### config.mk
export PLATFORM = sky130hd
export DESIGN_NAME = number_to_ascii_formatter_core
export DESIGN_NICKNAME = d
export VERILOG_FILES = /design/src/sv/n2a_pkg.sv /design/src/sv/number_to_ascii_formatter_core.sv /design/src/sv/n2a_digit_cell.sv
export SDC_FILE = /design/constraint.sdc
export NUM_CORES = 1
export LEC_CHECK = 0
export BUFFER_PORTS_ARGS = -buffer_cell sky130_fd_sc_hd__buf_4
export CAP_MARGIN = 25
export CORE_AREA = 5 5 169 90
export DETAILED_ROUTE_END_ITERATION = 6
export DIE_AREA = 0 0 174 95
export PLACE_DENSITY_LB_ADDON = 0.08
export SLEW_MARGIN = 30
export SYNTH_ARGS = -nofsm -noshare
export SYNTH_HDL_FRONTEND = slang
export SYNTH_SLANG_ARGS = --single-unit
### constraint.sdc
create_clock -name clk_i -period 2.4 [get_ports clk_i]
set_input_delay 0.12 -clock clk_i [delete_from_list [all_inputs] [get_ports clk_i]]
set_output_delay 0.12 -clock clk_i [all_outputs]
set_load 0.005 [all_outputs]
### src/sv/n2a_pkg.sv
package n2a_pkg;

  // widths of the fields
  localparam int unsigned NUM_W   = 32;
  localparam int unsigned CHAR_W  = 7;
  localparam int unsigned DIGIT_W = 4;

  // the digit chain is wide enough for ten decimal digits
  localparam int unsigned NUM_CELLS  = 10;
  localparam int unsigned HEX_DIGITS = 8;
  // the hex nibbles sit in the top cells of the chain
  localparam int unsigned HEX_BASE   = NUM_CELLS - HEX_DIGITS;

  // counter covers the conversion bit count and the digit count
  localparam int unsigned CNT_W = 5;

  // format selector codes
  localparam logic ACT_DEC = 1'b0;
  localparam logic ACT_HEX = 1'b1;

  // character codes
  localparam logic [CHAR_W-1:0] CHAR_ZERO  = 7'h30;
  localparam logic [CHAR_W-1:0] CHAR_X     = 7'h78;
  localparam logic [CHAR_W-1:0] CHAR_ALPHA = 7'h37;  // 'A' minus ten

  typedef struct packed {
    logic             action;
    logic [NUM_W-1:0] number;
  } n2a_in_t;

  typedef struct packed {
    logic [CHAR_W-1:0] character;
    logic              last;
  } n2a_out_t;

  // per-cycle command shared by every cell of the chain
  typedef struct packed {
    logic load;    // take the parallel load value
    logic dabble;  // add-3 correction then shift one bit up
    logic shift;   // take the digit of the lower neighbor
  } n2a_cell_ctl_t;

  // one digit to its upper-case ascii code
  function automatic logic [CHAR_W-1:0] n2a_ascii(input logic [DIGIT_W-1:0] nib);
    logic [CHAR_W-1:0] ext;
    ext = {{(CHAR_W-DIGIT_W){1'b0}}, nib};
    if (nib < 4'd10) begin
      n2a_ascii = CHAR_ZERO + ext;
    end else begin
      n2a_ascii = CHAR_ALPHA + ext;
    end
  endfunction

endpackage

### src/sv/number_to_ascii_formatter_core.sv
// Renders a 32-bit unsigned number as ASCII text, most significant character first,
// with last set on the final character. action 0 gives decimal without leading zeros
// (zero gives a single '0'); action 1 gives "0x" and eight upper-case hex digits.
// The digits live in a row of ten 4-bit cells. A decimal item is converted by
// double dabble, one number bit per cycle through the row, and then the row
// shifts up one cell per cycle, unless the output side stalls, while the top cell
// is sent out; leading zeros are shifted away without output. A hex item has its
// nibbles loaded straight into the cells. The block takes one item at a
// time; in_stall_o is high while an item is in work.
module number_to_ascii_formatter_core
  import n2a_pkg::*;
(
  input  logic     clk_i,
  input  logic     rst_ni,
  input  logic     in_valid_i,
  output logic     in_stall_o,
  input  n2a_in_t  in_i,
  output logic     out_valid_o,
  input  logic     out_stall_i,
  output n2a_out_t out_o
);

  typedef enum logic [2:0] {
    ST_IDLE,
    ST_CONV,
    ST_PFX0,
    ST_PFX1,
    ST_EMIT
  } state_e;

  state_e           state_q;
  logic             hex_q;
  logic [NUM_W-1:0] bits_q;
  logic [CNT_W-1:0] cnt_q;
  logic             started_q;
  logic             out_valid_q;
  n2a_out_t         out_q;

  n2a_cell_ctl_t      cell_ctl;
  logic [DIGIT_W-1:0] digit [NUM_CELLS];
  logic               carry [NUM_CELLS];
  logic [DIGIT_W-1:0] top_digit;

  logic in_fire;
  logic out_free;
  logic skip_zero;
  logic emit_fire;
  logic out_load;

  assign in_fire   = in_valid_i && (state_q == ST_IDLE);
  assign out_free  = !out_valid_q || !out_stall_i;
  assign top_digit = digit[NUM_CELLS-1];

  // leading zero of a decimal text: drop it without output
  assign skip_zero = (state_q == ST_EMIT) && !hex_q && !started_q &&
                     (top_digit == '0) && (cnt_q != CNT_W'(1));
  assign emit_fire = (state_q == ST_EMIT) && !skip_zero && out_free;

  // a new output item enters the output register this cycle
  assign out_load = (((state_q == ST_PFX0) || (state_q == ST_PFX1)) && out_free) ||
                    emit_fire;

  // command to the digit row
  always_comb begin
    cell_ctl.load   = in_fire;
    cell_ctl.dabble = (state_q == ST_CONV);
    cell_ctl.shift  = skip_zero || emit_fire;
  end

  // row of digit cells, cell zero at the bottom
  for (genvar k = 0; k < NUM_CELLS; k++) begin : g_cell
    logic [DIGIT_W-1:0] load_digit;
    logic               bit_in;
    logic [DIGIT_W-1:0] digit_in;

    if (k >= HEX_BASE) begin : g_hex
      assign load_digit = (in_i.action == ACT_HEX) ?
                          in_i.number[DIGIT_W*(k-HEX_BASE) +: DIGIT_W] : '0;
    end else begin : g_zero
      assign load_digit = '0;
    end

    if (k == 0) begin : g_bottom
      assign bit_in   = bits_q[NUM_W-1];
      assign digit_in = '0;
    end else begin : g_link
      assign bit_in   = carry[k-1];
      assign digit_in = digit[k-1];
    end

    n2a_digit_cell u_cell (
      .clk_i        (clk_i),
      .ctl_i        (cell_ctl),
      .load_digit_i (load_digit),
      .bit_i        (bit_in),
      .digit_i      (digit_in),
      .digit_o      (digit[k]),
      .carry_o      (carry[k])
    );
  end

  // sequencer and output register
  always_ff @(posedge clk_i or negedge rst_ni) begin
    if (!rst_ni) begin
      state_q     <= ST_IDLE;
      hex_q       <= 1'b0;
      bits_q      <= '0;
      cnt_q       <= '0;
      started_q   <= 1'b0;
      out_valid_q <= 1'b0;
      out_q       <= '0;
    end else begin
      if (out_load) begin
        out_valid_q <= 1'b1;
      end else if (!out_stall_i) begin
        out_valid_q <= 1'b0;
      end
      case (state_q)
        ST_IDLE: begin
          if (in_fire) begin
            hex_q     <= (in_i.action == ACT_HEX);
            started_q <= 1'b0;
            bits_q    <= in_i.number;
            if (in_i.action == ACT_HEX) begin
              cnt_q   <= CNT_W'(HEX_DIGITS);
              state_q <= ST_PFX0;
            end else begin
              cnt_q   <= CNT_W'(NUM_W - 1);
              state_q <= ST_CONV;
            end
          end
        end
        ST_CONV: begin
          bits_q <= {bits_q[NUM_W-2:0], 1'b0};
          if (cnt_q == '0) begin
            cnt_q   <= CNT_W'(NUM_CELLS);
            state_q <= ST_EMIT;
          end else begin
            cnt_q <= cnt_q - CNT_W'(1);
          end
        end
        ST_PFX0: begin
          if (out_free) begin
            out_q.character <= CHAR_ZERO;
            out_q.last      <= 1'b0;
            state_q         <= ST_PFX1;
          end
        end
        ST_PFX1: begin
          if (out_free) begin
            out_q.character <= CHAR_X;
            out_q.last      <= 1'b0;
            state_q         <= ST_EMIT;
          end
        end
        ST_EMIT: begin
          if (skip_zero) begin
            cnt_q <= cnt_q - CNT_W'(1);
          end else if (emit_fire) begin
            out_q.character <= n2a_ascii(top_digit);
            out_q.last      <= (cnt_q == CNT_W'(1));
            started_q       <= 1'b1;
            cnt_q           <= cnt_q - CNT_W'(1);
            if (cnt_q == CNT_W'(1)) begin
              state_q <= ST_IDLE;
            end
          end
        end
        default: begin
          state_q <= ST_IDLE;
        end
      endcase
    end
  end

  assign in_stall_o  = (state_q != ST_IDLE);
  assign out_valid_o = out_valid_q;
  assign out_o       = out_q;

`ifndef SYNTHESIS
  // a decimal item starts a full-length conversion
  a_dec_start: assert property (@(posedge clk_i) disable iff (!rst_ni)
    in_fire && (in_i.action == ACT_DEC) |=>
      (state_q == ST_CONV) && (cnt_q == CNT_W'(NUM_W - 1)))
    else $error("decimal item did not start conversion");

  // remaining digit count stays within the row while emitting
  a_emit_cnt: assert property (@(posedge clk_i) disable iff (!rst_ni)
    (state_q == ST_EMIT) |-> (cnt_q != '0) && (cnt_q <= CNT_W'(NUM_CELLS)))
    else $error("digit count out of range");

  // after conversion the decimal row holds valid bcd digits
  a_bcd_digit: assert property (@(posedge clk_i) disable iff (!rst_ni)
    (state_q == ST_EMIT) && !hex_q |-> (top_digit <= 4'd9))
    else $error("non-bcd digit in decimal text");

  // the first decimal character is nonzero unless it is the only one
  a_no_lead_zero: assert property (@(posedge clk_i) disable iff (!rst_ni)
    emit_fire && !hex_q && !started_q |-> (top_digit != '0) || (cnt_q == CNT_W'(1)))
    else $error("leading zero sent");
`endif

endmodule

### src/sv/n2a_digit_cell.sv
module n2a_digit_cell
  import n2a_pkg::*;
(
  input  logic               clk_i,
  input  n2a_cell_ctl_t      ctl_i,
  input  logic [DIGIT_W-1:0] load_digit_i,
  input  logic               bit_i,
  input  logic [DIGIT_W-1:0] digit_i,
  output logic [DIGIT_W-1:0] digit_o,
  output logic               carry_o
);

  logic [DIGIT_W-1:0] digit_q;
  logic [DIGIT_W-1:0] digit_d;
  logic [DIGIT_W-1:0] adj;

  // add-3 correction of one bcd digit before it doubles
  assign adj = (digit_q >= 4'd5) ? (digit_q + 4'd3) : digit_q;

  // next digit value
  always_comb begin
    digit_d = digit_q;
    if (ctl_i.load) begin
      digit_d = load_digit_i;
    end else if (ctl_i.dabble) begin
      digit_d = {adj[DIGIT_W-2:0], bit_i};
    end else if (ctl_i.shift) begin
      digit_d = digit_i;
    end
  end

  // digit storage
  always_ff @(posedge clk_i) begin
    digit_q <= digit_d;
  end

  assign digit_o = digit_q;
  assign carry_o = adj[DIGIT_W-1];

endmodule

==> results.tsv, run 1 <==
stage	metric	value	unit
outcome	status	finished clean	
synth	synth.area.top_cells	dfrtp_1 24%, edfxtp_1 18%, nand2_1 7.6%, a21oi_1 6.8%, ha_1 5.7%	
grt	grt_pass1_wl	23200	um
synth	ys_seq_elements	91	
floorplanning	die_h	95	um
synth	yosysMostFrequentCell	nand2_1	
critical_path	cp-start-kind	flop	
grt	antenna_found_initial	0	
timing	worst_pin_slew	0.729	ns
timing	setup_tns	0	ns
floorplanning	die_area	16500	um2
power_and_ir_drop	power-per-cell-area	1650	nW/um2
placement	placed_area	5890	um2
cts	cts_resized	0	
cells_and_area	stdcell_count	837	
cells_and_area	nNetsFinal	712	
critical_path	critPathMaxStageDelay	0.50	ns
grt	grt-busiest-layer	met1	
detailed_routing	wire_per_inst	17.0	um
synth	synth_area	5260	um2
timing	hold_viol	0	
critical_path	worstPathMaxFanout	28	
cells_and_area	num_antenna_cells	0	
grt	grt_use_total	0.177	
cts	cts_tree	done	
power_and_ir_drop	max-vdd-ir-drop	0.681	mV
detailed_routing	viasPerCell	5.42	
grt	use_met3	0.0388	
timing	relSlewSlack	0.514	
synth	synthXorXnorAreaFrac	0.0216	
critical_path	path_common_cell	inv_1	
detailed_routing	vias	4536	
cts	clk_transition_reported_paths	0.07	ns
cells_and_area	fill_cells	1356	
detailed_routing	drt_pass1_iterations	5	
grt	grt_overflow	0	
floorplanning	start_util	0.381	
critical_path	endpoint	g_cell[4].u_cell.digit_o[2]$_DFFE_PP_	
synth	synth_compound_area_frac	0.222	
critical_path	arrival	2.39	ns
synth	synth_edf_count	32	
synth	synthArstFlopShare	0.560	
flow_run	max_cap_viol_count	0	
critical_path	worst_path_max_delay_cell	or4b_4	
cts	clk_path_buf_depth	2	
cells_and_area	final_cell_area	6220	um2
critical_path	reg2regPathDepth	7	
synth	ys_seq_area_frac	0.456	
cts	clock_latency	0.34	ns
synth	yosys-top-cells-count	106 x nand2_1, 71 x a21oi_1, 62 x nor2_1	
power_and_ir_drop	p_leak	2.62	nW
timing	slew_viol_final	0	
placement	dp_hpwl	9750	um
floorplanning	die_x	174	um
floorplanning	core_area	13800	um2
worst_hold_path	hold_class	input port to flop	
grt	gr-usage-met2	0.238	
floorplanning	pin_count	47	
critical_path	crit_start	cnt_q[1]$_DFFE_PN0P_	
synth	synth.top_cell.area_share	0.243	
critical_path	r2r-end	g_cell[4].u_cell.digit_o[2]$_DFFE_PP_	
cts	cts-hold-fix-buffers	1	
cells_and_area	area_growth	18.3	%
synth	syn_inst	609	
detailed_routing	drc	0	
critical_path	crit_chain	inv_1, ha_1, or4b_4, a31oi_1, o21a_2, inv_1, buf_12	
synth	syn_area_per_cell	8.64	um2
grt	grt_start_max_net_pins	77	
critical_path	reg2reg_slack	0.1	ns
synth	synth_mux_area_frac	0.00975	
cts	cts_max_level	3	
timing	setup_viol	0	
floorplanning	rows	31	
critical_path	worstSetupPathType	flop to flop	
critical_path	r2r-start	cnt_q[1]$_DFFE_PN0P_	
timing	fmax	435	MHz
timing	skew	0.00713	ns
timing	timing.final.crit_period	2.30	ns
placement	dpl.cell_count	820	
synth	synth-adder-area-share	0.0571	
grt	grt_pass1_vias	4241	
placement	io_buffers	46	
detailed_routing	drtIter0Drc	329	
timing	rsz0062_at_grt	false	
timing	fin_crit_sh	0.959	
detailed_routing	wl	14300	um
synth	synth_cell_types	49	
detailed_routing	drtAntennaViolNets	0	
cts	clockRootBuffer	clkbuf_16	
synth	netlist.top_cell.by_area	dfrtp_1	
synth	ys.flop_type	dfrtp_1	
cells_and_area	postLayoutCoreUtil	0.451	
synth	synthSimpleGateAreaFrac	0.182	
synth	synth_top_family_by_area	compound AO/OA/AOI/OAI gates	
timing	timing.hold.ws	0.0235	ns
synth	synth.net_count	670	
worst_hold_path	min_from	in_i[0]	
critical_path	cp-end-kind	flop	
synth	synth_warnings	0	
grt	grtUsageMet1	0.285	
cells_and_area	drive_gt1_frac	0.145	
cts	numCtsBuffers	9	
critical_path	critPathRequiredTime	2.49	ns
cts	cts.sinks	91	
cts	post_cts_buffers	0	
placement	gp_congestion	0.800	
==> through the flow <==
stage                     setup slack (ns)  total power, mW
final                               0.0992             10.3
after global placement               0.160             8.63
after global routing               0.00258             11.2
after CTS                            0.102             10.3
after floorplan                      0.110             7.07
after detailed placement             0.123             8.75
==> logic make-up (layout without fill, tap and decap cells) <==
family / count (synthesis) / count (layout)
flip-flops: 91 / 91
adder cells (fa/ha/maj): 24 / 24
buffers and inverters: 66 / 113
XOR/XNOR: 13 / 13
multiplexers: 5 / 5
AO/OA/AOI/OAI: 193 / 193
AND/OR/NAND/NOR: 217 / 217
==> state kept, by name, summed over array words and instances, names as in the netlist <==
signal	count
g_cell.u_cell.digit_o	40
bits_q	32
out_o	8
cnt_q	5
state_q	3
hex_q	1
out_valid_o	1
started_q	1
==> layer usage <==
metal / up-vias / routed length, um
li1: 2242 / -
met1: 2149 / 7830
met2: 133 / 5540
met3: 12 / 775
met4: 0 / 115
met5: - / 0
==> worst min-delay path by stage <==
| stage | cells past startpoint | endpoint | slack (ns) |
|---|---|---|---|
| global route | 2 | bits_q[0]$_DFFE_PN0P_ | 0.03 |
| floorplan | 0 | bits_q[0]$_DFFE_PN0P_ | -0.18 |
| CTS | 2 | bits_q[0]$_DFFE_PN0P_ | 0.02 |
| global placement | 1 | bits_q[0]$_DFFE_PN0P_ | 0.22 |
| finish | 2 | bits_q[0]$_DFFE_PN0P_ | 0.02 |
| detailed placement | 1 | bits_q[2]$_DFFE_PN0P_ | 0.21 |
==> power by group <==
group          internal [mW]  switching [mW]  leakage, nW  total (mW)
Clock                  0.900           0.640        0.155        1.54
Sequential              2.71           0.726        0.984        3.43
Combinational           2.21            3.10         1.48        5.31
Total                   5.82            4.46         2.62        10.3
==> worst max-delay path, delay by kind of cell, from the launching register on <==
| kind | cells | cell delay, ns |
|---|---|---|
| flip-flops | 1 | 0.39 |
| buffers and inverters | 3 | 0.40 |
| adder cells (fa/ha/maj) | 1 | 0.15 |
| AND/OR/NAND/NOR | 1 | 0.50 |
| AO/OA/AOI/OAI | 2 | 0.60 |
==> final cells by class <==
| cell class | instances | area, um2 | share of cell area |
|---|---|---|---|
| Multi-Input combinational cell | 452 | 2610 | 0.420 |
| Sequential cell | 91 | 2400 | 0.385 |
| Timing Repair Buffer | 69 | 558 | 0.0897 |
| Clock buffer | 11 | 264 | 0.0424 |
| Tap cell | 181 | 226 | 0.0364 |
| Inverter | 28 | 105 | 0.0169 |
| Clock inverter | 5 | 58.8 | 0.00945 |
==> placed cells by master, fill, tap and decap left out, types with 3 or more instances in the layout <==
master and count:
buf_4 65, dfrtp_1 51, nor3_1 3, a22oi_1 15
dfxtp_1 8, mux2i_1 4, clkbuf_16 10, xnor2_1 13
o31ai_1 3, nor2b_1 5, a221o_1 7, nor2_1 62
nor3b_1 11, a21o_1 3, nand3_1 6, buf_12 3
nand2_1 106, edfxtp_1 32, ha_1 24, nand2b_1 13
o21ai_0 33, a31oi_1 36, inv_1 28, a21oi_1 71
o21ai_1 3, a211oi_1 4
Note: power is estimated with default switching activity, not from simulation.
==> run 2: changes to the inputs <==
Settings changed: PLACE_DENSITY_LB_ADDON 0.08 to not set.
==> run 2 against run 1 <==
- clock-buffer cell count is 1 lower
- largest cell class unchanged
- core utilization is 0.10 points lower
- hold slack better by 0.014 ns
- final area is 0.22% lower
- die area stayed put
- sequential share of layout area is 0.085 points higher
- via count is 0.93% lower
- critical path depth stayed put
- register-to-register slack better by 0.08 ns
- clock skew is 0.0025 ns higher
==> results.tsv, run 2 (same netlist as run 1, synthesis figures left out) <==
stage	metric	value	unit	change
outcome	status	finished clean		unchanged
detailed_routing	drtAntennaViolNets	0		unchanged
floorplanning	pin_count	47		unchanged
critical_path	cp-end-kind	flop		unchanged
cells_and_area	drive_gt1_frac	0.135		was 0.145
timing	hold_viol	0		unchanged
cells_and_area	largest_reg_flops	40		unchanged
grt	antenna_found_initial	0		unchanged
cells_and_area	num_antenna_cells	0		unchanged
timing	setup_tns	0	ns	unchanged
cts	clock_latency	0.35	ns	was 0.34 ns
timing	skew	0.00967	ns	was 0.00713 ns
cts	clk_path_buf_depth	2		unchanged
cts	numCtsBuffers	9		unchanged
grt	grt_pass1_vias	4252		was 4,241
grt	grt_use_total	0.168		was 0.177
cts	clockRootBuffer	clkbuf_16		unchanged
critical_path	worst_path_max_delay_cell	or4b_4		unchanged
critical_path	crit_buf_inv	1		was 3
critical_path	critPathRequiredTime	2.65	ns	was 2.49 ns
timing	fmax	450	MHz	was 435 MHz
detailed_routing	viasPerCell	5.41		was 5.42
critical_path	crit_chain	inv_1, ha_1, or4b_4, a31oi_1, nand2b_1, a211oi_1, a311oi_1		was inv_1, ha_1, or4b_4, a31oi_1, o21a_2, inv_1, buf_12
floorplanning	die_x	174	um	unchanged
timing	relSlewSlack	0.529		was 0.514
floorplanning	start_util	0.381		unchanged
detailed_routing	wire_per_inst	16.4	um	was 17.0 um
detailed_routing	drtIter0Drc	399		was 329
floorplanning	die_h	95	um	unchanged
power_and_ir_drop	power-per-cell-area	1650	nW/um2	about the same
cells_and_area	mostFrequentLayoutCell	nand2_1		unchanged
cells_and_area	nNetsFinal	706		was 712
flow_run	max_cap_viol_count	0		unchanged
power_and_ir_drop	max-vdd-ir-drop	0.798	mV	was 0.681 mV
power_and_ir_drop	p_leak	2.60	nW	was 2.62 nW
timing	fin_crit_sh	0.926		was 0.959
placement	placed_area	5860	um2	was 5890 um2
cts	cts_tree	done		unchanged
timing	rsz0062_at_grt	false		unchanged
critical_path	cp-start-kind	flop		unchanged
power_and_ir_drop	finalPower	10.2	mW	was 10.3 mW
critical_path	worstPathMaxFanout	9		was 28
critical_path	path_delay_family	simple AND/OR/NAND/NOR gates		was compound AO/OA/AOI/OAI gates
timing	slew_viol_final	0		unchanged
cts	cts.sinks	91		unchanged
cells_and_area	final_cell_mix	106 x nand2_1, 71 x a21oi_1, 62 x nor2_1		was 106 x nand2_1, 71 x a21oi_1, 65 x buf_4
worst_hold_path	hold_class	input port to flop		unchanged
cells_and_area	area_growth	18.0	%	was 18.3%
timing	timing.final.crit_period	2.22	ns	was 2.30 ns
cts	cts_resized	0		unchanged
critical_path	critPathMaxStageDelay	0.49	ns	was 0.50 ns
detailed_routing	vias	4494		was 4,536
timing	timing.hold.ws	0.0377	ns	was 0.0235 ns
floorplanning	core_area	13800	um2	unchanged
detailed_routing	drt_pass1_iterations	5		unchanged
cells_and_area	final_cell_area	6210	um2	was 6220 um2
cts	clk_transition_reported_paths	0.07	ns	about the same
placement	gp_congestion	0.810		was 0.800
grt	grt_pass1_wl	22100	um	was 23,200 um
detailed_routing	wl	13600	um	was 14,300 um
grt	grt_overflow	0		unchanged
detailed_routing	drc	0		unchanged
floorplanning	rows	31		unchanged
critical_path	arrival	2.47	ns	was 2.39 ns
critical_path	worstSetupPathType	flop to flop		unchanged
cts	cts_max_level	3		unchanged
timing	worst_pin_slew	0.706	ns	was 0.729 ns
floorplanning	die_area	16500	um2	unchanged
placement	dp_hpwl	9160	um	was 9750 um
timing	setup_viol	0		unchanged
placement	io_buffers	46		unchanged
grt	grt_start_max_net_pins	52		was 77
## run 2: what timing repair did
item / CTS / global route
hold buffers: 2 / 0
hold endpoints to repair: 52 / 0
setup buffers: 0 / 0
## run 2: final timing paths
check | from | to | slack (ns) | cells past startpoint
worst max-delay path | cnt_q[1]$_DFFE_PN0P_ | g_cell[1].u_cell.digit_o[0]$_SDFFE_PP0P_ | 0.18 | 7
worst min-delay path | in_i[6] | bits_q[6]$_DFFE_PN0P_ | 0.04 | 3
worst max register to register | cnt_q[1]$_DFFE_PN0P_ | g_cell[1].u_cell.digit_o[0]$_SDFFE_PP0P_ | 0.18 | 7
worst min register to register | hex_q$_DFFE_PN0P_ | hex_q$_DFFE_PN0P_ | 0.48 | 1
max in group asynchronous | rst_ni | bits_q[23]$_DFFE_PN0P_ | 1.56 | 2
min in group asynchronous | rst_ni | bits_q[1]$_DFFE_PN0P_ | 0.36 | 2
## run 2: layout make-up
class	instances	area (um2)
sequential	91	2400
fill	1320	7600
clock buffer	10	239
clock inverter	6	87.6
tap	181	226
inverter	28	105
multi-input combinational	452	2610
timing repair buffer	63	541
## run 2: metal layers
layer	vias up	GRT usage	share of wire
li1	2219	-	-
met1	2146	0.254	0.53
met2	120	0.241	0.40
met3	9	0.0420	0.061
met4	0	0.0323	0.0054
met5	-	0	0
## run 2: tightest hold or removal path, cell delays in order
cell	delay, ns
buf_4	0.12
nand2_1	0.05
a31oi_1	0.07
## run 2: power breakdown
group | internal, mW | switching (mW)
sequential | 2.71 | 0.748
clock | 0.942 | 0.631
combinational | 2.18 | 3.04
total | 5.83 | 4.42
## run 2: metrics by stage
step / setup slack (ns) / utilization / cells
2_1_floorplan: 0.110 / - / 609
3_3_place_gp: 0.252 / 0.424 / 813
3_5_place_dp: 0.231 / 0.424 / 813
4_1_cts: 0.190 / 0.450 / 831
5_1_grt: 0.0194 / 0.450 / 831
6_report: 0.178 / 0.450 / 831
